`config.mk`:
```
export PLATFORM = sky130hd
export DESIGN_NAME = cihm_ctrl
export DESIGN_NICKNAME = d
export VERILOG_FILES = /design/src/hw/rtl/cihm_pkg.sv /design/src/hw/rtl/cihm_ctrl.sv
export SDC_FILE = /design/constraint.sdc
export NUM_CORES = 1
export LEC_CHECK = 0
export ABC_AREA = 1
export BUFFER_PORTS_ARGS = -buffer_cell sky130_fd_sc_hd__buf_4
export CAP_MARGIN = 40
export CORE_AREA = 2 2 39 41
export DETAILED_ROUTE_END_ITERATION = 16
export DIE_AREA = 0 0 41 43
export GPL_TIMING_DRIVEN = 0
export PLACE_DENSITY_LB_ADDON = 0.1
export SYNTH_ARGS = -nofsm -noshare
export SYNTH_HDL_FRONTEND = slang
export SYNTH_SLANG_ARGS = --single-unit
```
`constraint.sdc`:
```
create_clock -name i_clk -period 2.1 [get_ports i_clk]
set_input_delay 0.105 -clock i_clk [delete_from_list [all_inputs] [get_ports i_clk]]
set_output_delay 0.105 -clock i_clk [all_outputs]
set_load 0.02 [all_outputs]
```
`src/hw/rtl/cihm_pkg.sv`:
```
// Shared types and constants for the case-insensitive hash map.
// Holds op and status codes, FNV-1a constants, FSM state, command/status structs.
// No dependencies.
package cihm_pkg;

    localparam logic [1:0] OP_SET = 2'd0;
    localparam logic [1:0] OP_GET = 2'd1;
    localparam logic [1:0] OP_DEL = 2'd2;

    localparam logic [1:0] ST_OK      = 2'd0;
    localparam logic [1:0] ST_MISSING = 2'd1;
    localparam logic [1:0] ST_FULL    = 2'd2;

    localparam logic [31:0] FNV_BASIS = 32'h811c_9dc5;
    localparam logic [31:0] FNV_PRIME = 32'h0100_0193;

    localparam int KEY_W   = 64;
    localparam int VAL_W   = 32;
    localparam int KEY_MAX = 8;
    localparam int LEN_W   = 4;

    typedef struct packed {
        logic              used;
        logic [KEY_W-1:0]  key;
        logic [VAL_W-1:0]  value;
    } t_entry;

    typedef enum logic [2:0] {
        S_CLEAR,
        S_IDLE,
        S_HASH,
        S_READ,
        S_CMP,
        S_FIN
    } t_state;

    typedef struct packed {
        logic clear_wr;
        logic load_item;
        logic bad_op;
        logic hash_step;
        logic probe_start;
        logic mem_rd;
        logic probe_next;
        logic resolve;
        logic give_up;
        logic out_load;
    } t_cmd;

    typedef struct packed {
        logic clear_last;
        logic op_bad;
        logic hash_done;
        logic hit;
        logic probe_last;
        logic out_busy;
    } t_sts;

endpackage

```
`src/hw/rtl/cihm_ctrl.sv`:
```
// Sequencer for the hash map: clear pass, hashing, probe loop, result hand-off.
// Depends on cihm_pkg for the state enum and command/status structs.
module cihm_ctrl (
    input  logic           i_clk,
    input  logic           i_rst_n,
    input  logic           i_in_valid,
    output logic           o_in_ready,
    input  cihm_pkg::t_sts i_sts,
    output cihm_pkg::t_cmd o_cmd
);
    import cihm_pkg::*;

    t_state r_state;
    t_state n_state;

    always_ff @(posedge i_clk) begin
        if (!i_rst_n) begin
            r_state <= S_CLEAR;
        end else begin
            r_state <= n_state;
        end
    end

    always_comb begin
        n_state = r_state;
        case (r_state)
            S_CLEAR: begin
                if (i_sts.clear_last) n_state = S_IDLE;
            end
            S_IDLE: begin
                if (i_in_valid) n_state = i_sts.op_bad ? S_FIN : S_HASH;
            end
            S_HASH: begin
                if (i_sts.hash_done) n_state = S_READ;
            end
            S_READ: begin
                n_state = S_CMP;
            end
            S_CMP: begin
                if (i_sts.hit || i_sts.probe_last) n_state = S_FIN;
                else n_state = S_READ;
            end
            S_FIN: begin
                if (!i_sts.out_busy) n_state = S_IDLE;
            end
            default: begin
                n_state = S_CLEAR;
            end
        endcase
    end

    always_comb begin
        o_cmd      = '0;
        o_in_ready = 1'b0;
        case (r_state)
            S_CLEAR: begin
                o_cmd.clear_wr = 1'b1;
            end
            S_IDLE: begin
                o_in_ready      = 1'b1;
                o_cmd.load_item = i_in_valid;
                o_cmd.bad_op    = i_in_valid && i_sts.op_bad;
            end
            S_HASH: begin
                o_cmd.hash_step   = !i_sts.hash_done;
                o_cmd.probe_start = i_sts.hash_done;
            end
            S_READ: begin
                o_cmd.mem_rd = 1'b1;
            end
            S_CMP: begin
                o_cmd.resolve    = i_sts.hit;
                o_cmd.give_up    = !i_sts.hit && i_sts.probe_last;
                o_cmd.probe_next = !i_sts.hit && !i_sts.probe_last;
            end
            S_FIN: begin
                o_cmd.out_load = !i_sts.out_busy;
            end
            default: begin
                o_cmd = '0;
            end
        endcase
    end

endmodule

```
==> results.cfg, run 1 <==
[critical_path]
slowest_stage = dfxtp_1
setup.worst_path.class = register to output port
crit_family = flip-flops
cp.depth = 5
worstSetupStartpoint = r_state[0]
reg2reg_to = r_state[0]
crit_end = o_cmd[7]
worstPathRequired_ps = 2000
crit_chain = nand2_2, nor2_4, inv_1, nor3_1, buf_4
critPathBufInv = 2
max_stage_delay_ps = 450
crit_path_end_kind = output port
worstSetupStartpointType = register
reg2regPathDepth = 6
r2r_slack_ps = 1000
path_max_fanout = 6
r2r_start = r_state[2]
critPathArrivalTime_ps = 1290

[floorplanning]
io_pins = 20
core-area_um2 = 1380
dieArea_um2 = 1760
start_util_pct = 22.7
dieHeight_um = 43
die_x_um = 41
rows = 14

[drt]
num_vias = 393
drc = 0
wirelength_um = 747
ant_nets = 0
drt-initial-drc-count = 5
avgRoutedWirePerCell_um = 7.95
avgViaCountPerCell = 4.18
firstDrtPassIters = 2

[timing]
min_period_over_period_pct = 66.2
finalCriticalPeriod_ps = 1390
setup_viol = 0
fin_tns_setup_ps = 0
clock.fmax_mhz = 719
fin_worst_skew_ps = 0.978
relSlewSlack_pct = 82.7
maxSlewViolCount = 0
rsz0062_at_grt = false
tightest_slew_ps = 259
final_hold_viol_count = 0

[final_layout]
fillers = 157
top_regs = r_state x3
syn2layout_area_growth_pct = 60.2
drive_gt1_share_pct = 42.3
nets = 88
largest_register = r_state
largest_register_ffs = 3
antenna_cells = 0
final_cell_area_um2 = 503

[placed_design]
place_area_um2 = 477
hpwl_um = 654
io_buffers = 19
gp_congestion = 0.772

[clock_network]
cts_root_buffer = clkbuf_4
post_cts_buffers = 0
ctsHoldBuffers = 0
cts_tree = yes
cts_max_level = 1
cts_buffers = 3
cts.reportedPaths.clkPinSlew_ps = 40
insertion_delay_ps = 230
clkSinkCount = 3
cts_resized = 0
cts_buffer_depth = 2

[global_routing]
overflow = 0
grt_max_degree = 9
antenna_found_initial = 0
grt_pass1_wl_um = 1150
first_global_vias = 327
grt_usage_pct = 9.84

[pwr]
power_density_nw_per_um2 = 704
finalPower_mw = 0.354
ir_worst_vdd_v = 0.000278
p_leak_nw = 0.283

[logic_synthesis]
syn_inst = 55
synth_warnings = 0
yosys.cell_types.count = 17
synth_area_um2 = 314
synth.avg_cell_area_um2 = 5.71
yosysSeqAreaShare_pct = 19.1
yosys_register_bits = 3
synth_nets = 64

[run]
max-cap-violations = 0

[run_status]
status = finished, final reports clean

[worst_hold_path]
hold_path.class = primary input to register
-- logic make-up after synthesis --
family	synth area share (%)
AO/OA/AOI/OAI	9.56
AND/OR/NAND/NOR	52.2
buffers and inverters	19.1
flip-flops	19.1
-- layout by cell type (no fill, tap or decap) --
| cell type | n |
|---|---|
| buf_4 | 19 |
| inv_1 | 11 |
| nor2_1 | 9 |
| nand2_1 | 8 |
| nand3_1 | 3 |
| nand2_2 | 3 |
| a21oi_1 | 3 |
| clkbuf_4 | 3 |
| dfxtp_1 | 3 |
| nor2_2 | 2 |
| inv_2 | 2 |
| nor3_1 | 2 |
| nand3_2 | 2 |
| o21ai_1 | 2 |
| buf_6 | 1 |
| nor2_4 | 1 |
| nor4_1 | 1 |
| o21ai_0 | 1 |
| nand4_1 | 1 |
| clkbuf_1 | 1 |
-- report_power, final --
group | total [mW] | switching (mW) | internal, mW | leakage [nW]
combinational | 0.177 | 0.102 | 0.0745 | 0.244
clock | 0.0984 | 0.0273 | 0.0710 | 0.0150
sequential | 0.0788 | 0.0130 | 0.0658 | 0.0246
total | 0.354 | 0.143 | 0.211 | 0.283
-- synthesized netlist by cell type --
cell type | number | area [µm²]
nor3_1 | 2 | 10.0
nand4_1 | 1 | 6.26
nand2_2 | 3 | 18.8
nand3_2 | 2 | 20.0
inv_1 | 11 | 41.3
buf_6 | 1 | 11.3
nor2_2 | 2 | 12.5
nor2_1 | 9 | 33.8
nand2_1 | 8 | 30.0
a21oi_1 | 3 | 15.0
o21ai_0 | 1 | 5.00
o21ai_1 | 2 | 10.0
nor2_4 | 1 | 11.3
nor4_1 | 1 | 6.26
nand3_1 | 3 | 15.0
inv_2 | 2 | 7.51
dfxtp_1 | 3 | 60.1
-- layer usage --
metal	vias to the layer above	share of wire (%)	track usage [%]
li1	218	-	-
met5	-	0	0
met4	0	1.3	10.0
met1	164	42	10.3
met3	2	6.7	1.57
met2	9	50	15.0
-- layout make-up --
cell class	instances	area (µm²)	share of cell area [%]
flip-flops and latches	3	60.1	11.9
repair buffers	19	143	28.4
inverters	13	48.8	9.70
multi-input cells	38	194	38.6
plain buffers	1	11.3	2.24
clock buffers	4	26.3	5.22
well taps	16	20.0	3.98
-- worst register-to-register path, delay by kind of cell (launching register included) --
| family | cells | cell delay (ps) |
|---|---|---|
| and+or+nand+nor | 4 | 440 |
| buffers and inverters | 1 | 40 |
| AOI/OAI and AO/OA | 1 | 150 |
| DFF | 1 | 370 |
-- metrics by stage --
step	instances	hold WS [ps]	worst slack, ps	util (%)
2_1_floorplan	55	255	747	-
3_3_place_gp	90	362	923	34.4
3_5_place_dp	90	358	939	34.4
4_1_cts	94	115	686	36.3
5_1_grt	94	134	614	36.3
6_report	94	120	710	36.3
-- worst min-delay path by stage --
stage,from,to,slack [ps],cells past startpoint
floorplan,i_rst_n,r_state[0],260,2
global placement,i_rst_n,r_state[0],360,3
detailed placement,i_rst_n,r_state[0],360,3
CTS,i_rst_n,r_state[0],120,3
global route,i_rst_n,r_state[2],130,3
finish,i_rst_n,r_state[0],120,3
Note: power is estimated with default switching activity, not from simulation.
==> inputs of run 2 (changes only) <==
- ABC_AREA: 1 -> 0
- clock period: 2.1 -> 1.3 ns (I/O delays scaled with it)
==> run 2 against run 1 <==
Compared with the run above: the flow now finishes with violations (negative setup slack); clock-buffer cell count is the same; area after synthesis is 2.0% higher; flip-flop and latch count unchanged; cell area increased by 12%; synthesized cell count fell by 22%; non-clock buffer count increased by 2; cell count down 13%; sequential share of layout area decreased by 1.0 points; routed wire length is 18% higher; clock power grew 65%; combinational power increased by 17%; via count fell by 3.3%; critical path type unchanged; largest power group unchanged; highest routed layer is now met3.
==> results.cfg, run 2 <==
[drt]
drt-initial-drc-count = 3
wirelength_um = 884
firstDrtPassIters = 4
avgViaCountPerCell = 4.63
ant_nets = 0
num_vias = 380
drc = 0
avgRoutedWirePerCell_um = 10.8

[critical_path]
critPathBufInv = 2
slowest_stage = dfxtp_2
worstPathRequired_ps = 1240
crit_path_frequent_cell = buf_4
path_max_fanout = 10
r2r_slack_ps = -20
setup.worst_path.class = register to output port
critPathArrivalTime_ps = 1290
crit_path_end_kind = output port
crit_family = simple AND/OR/NAND/NOR gates
reg2reg_to = r_state[1]
reg2regPathDepth = 5
max_stage_delay_ps = 310
worstSetupStartpointType = register
crit_chain = buf_4, nor3_4, and2_4, and2_1, buf_4
r2r_start = r_state[2]

[floorplanning]
dieHeight_um = 43
dieArea_um2 = 1760
io_pins = 20
start_util_pct = 23.1
die_x_um = 41
rows = 14
core-area_um2 = 1380

[final_layout]
top_regs = r_state x3
final_cell_area_um2 = 562
layout_common_cells = buf_4, nor2_1, inv_1
final_common_cell = buf_4
nets = 76
antenna_cells = 0
syn2layout_area_growth_pct = 75.4
largest_register_ffs = 3
fin_cells = 82
drive_gt1_share_pct = 53.0
fillers = 155
regArea_um2 = 61.3
multi_input_comb_area_um2 = 267
largest_register = r_state

[pwr]
power_density_nw_per_um2 = 845
switching_share_pct = 34.6
p_comb_share_pct = 43.6
p_int_mw = 0.311
p_switching_mw = 0.164
power_frac_seq_pct = 22.2
p_leak_nw = 0.244
clkPwrFrac_pct = 34.2
ir_worst_vdd_v = 0.000656

[timing]
whs_ps = 55.5
fin_ws_ps = -56.5
rsz0062_at_grt = true
clock.fmax_mhz = 737
fin_worst_skew_ps = 0.861
setup_viol = 4
tightest_slew_ps = 256
finalCriticalPeriod_ps = 1360
fin_tns_setup_ps = -163
final_hold_viol_count = 0
relSlewSlack_pct = 82.8
min_period_over_period_pct = 104
maxSlewViolCount = 0

[run_status]
violations = negative setup slack
status = complete, but fails checks

[logic_synthesis]
synth.avg_cell_area_um2 = 7.45
yosys.cell_types.count = 25
syn_inst = 43
ys_top_cells_by_count = nor2_1, nor3_1, inv_1, and2_1, dfxtp_1
synth_area_leader_cell = dfxtp_1
yosys_register_bits = 3
synth_area_um2 = 320
synth_warnings = 0
yosys.area.top_type_share_pct = 18.8
async_flop_share_pct = 0
yosysSeqAreaShare_pct = 18.8
synth.most_common_cell = nor2_1
synth_edf_count = 0
synth_ff_type = dfxtp_1
synth_nets = 52
synth_area_leaders = dfxtp_1, nor3_1, nor2_1, and2_1, nor3_4

[placed_design]
gp_congestion = 0.692
io_buffers = 19
dp.cells = 78
place_area_um2 = 504
hpwl_um = 688

[global_routing]
top_usage_layer = met2
grt_use_met3_pct = 3.66
antenna_found_initial = 0
overflow = 0
grt.met2_usage_pct = 16.3
grt_pass1_wl_um = 1420
grt_max_degree = 11
use_met1_pct = 16.1
first_global_vias = 344
grt_usage_pct = 11.8

[clock_network]
cts.reportedPaths.clkPinSlew_ps = 40
insertion_delay_ps = 230
cts_resized = 3
cts_max_level = 1
cts_root_buffer = clkbuf_4
cts_buffers = 3
clkSinkCount = 3
cts_tree = yes
post_cts_buffers = 0
cts_buffer_depth = 2
ctsHoldBuffers = 0

[worst_hold_path]
holdPathStages = 2
holdPathEnd = r_state[0]
hold_path.class = primary input to register
hold_path.startpoint = i_rst_n

[run]
max-cap-violations = 0
## run 2: how the worst max path moves through the flow
stage	startpoint	to	slack [ps]	depth (start not counted)
finish	r_state[1]	o_cmd[7]	-60	5
global route	r_state[1]	o_cmd[1]	-140	3
CTS	r_state[1]	o_cmd[1]	-70	3
detailed placement	r_state[2]	r_state[1]	-9	5
global placement	r_state[2]	r_state[1]	-10	5
floorplan	r_state[1]	o_cmd[7]	-80	4
## run 2: cell families after synthesis
family / synth area share [%]
buffers and inverters: 10.9
multiplexers: 3.13
AO/OA/AOI/OAI: 22.7
AND/OR/NAND/NOR: 44.5
flip-flops: 18.8
## run 2: stage by stage
stage          power [mW]  setup WS (ps)  util (%)
2_1_floorplan       0.231          -76.1         -
3_3_place_gp        0.304          -12.6      36.4
3_5_place_dp        0.303          -8.97      36.4
4_1_cts             0.477          -74.1      39.2
5_1_grt             0.512           -136      40.6
6_report            0.475          -56.5      40.6
## run 2: power by group through the flow
stage / clock (mW) / sequential (mW) / combinational [mW]
final: 0.162 / 0.105 / 0.207
after global routing: 0.181 / 0.106 / 0.224
after CTS: 0.172 / 0.105 / 0.201
after detailed placement: 0 / 0.106 / 0.197
after global placement: 0 / 0.106 / 0.198
after floorplan: 0 / 0.105 / 0.125
## run 2: worst reg2reg max path, stage by stage (launching register included)
cell and delay, ps:
dfxtp_1 310, buf_4 170, nand2b_4 190, nor2_1 50, o32a_1 320, o21a_1 170
## run 2: layer usage
metal | share of wire, % | up-vias
li1 | - | 203
met1 | 49 | 166
met2 | 45 | 11
met3 | 5.5 | 0
met4 | 0 | 0
met5 | 0 | -
## run 2: final cells by class
cell class | instances | share of cell area, %
inverters | 4 | 2.67
plain buffers | 3 | 4.01
multi-input cells | 33 | 47.4
repair buffers | 19 | 26.7
flip-flops and latches | 3 | 10.9
clock buffers | 4 | 4.68
well taps | 16 | 3.56
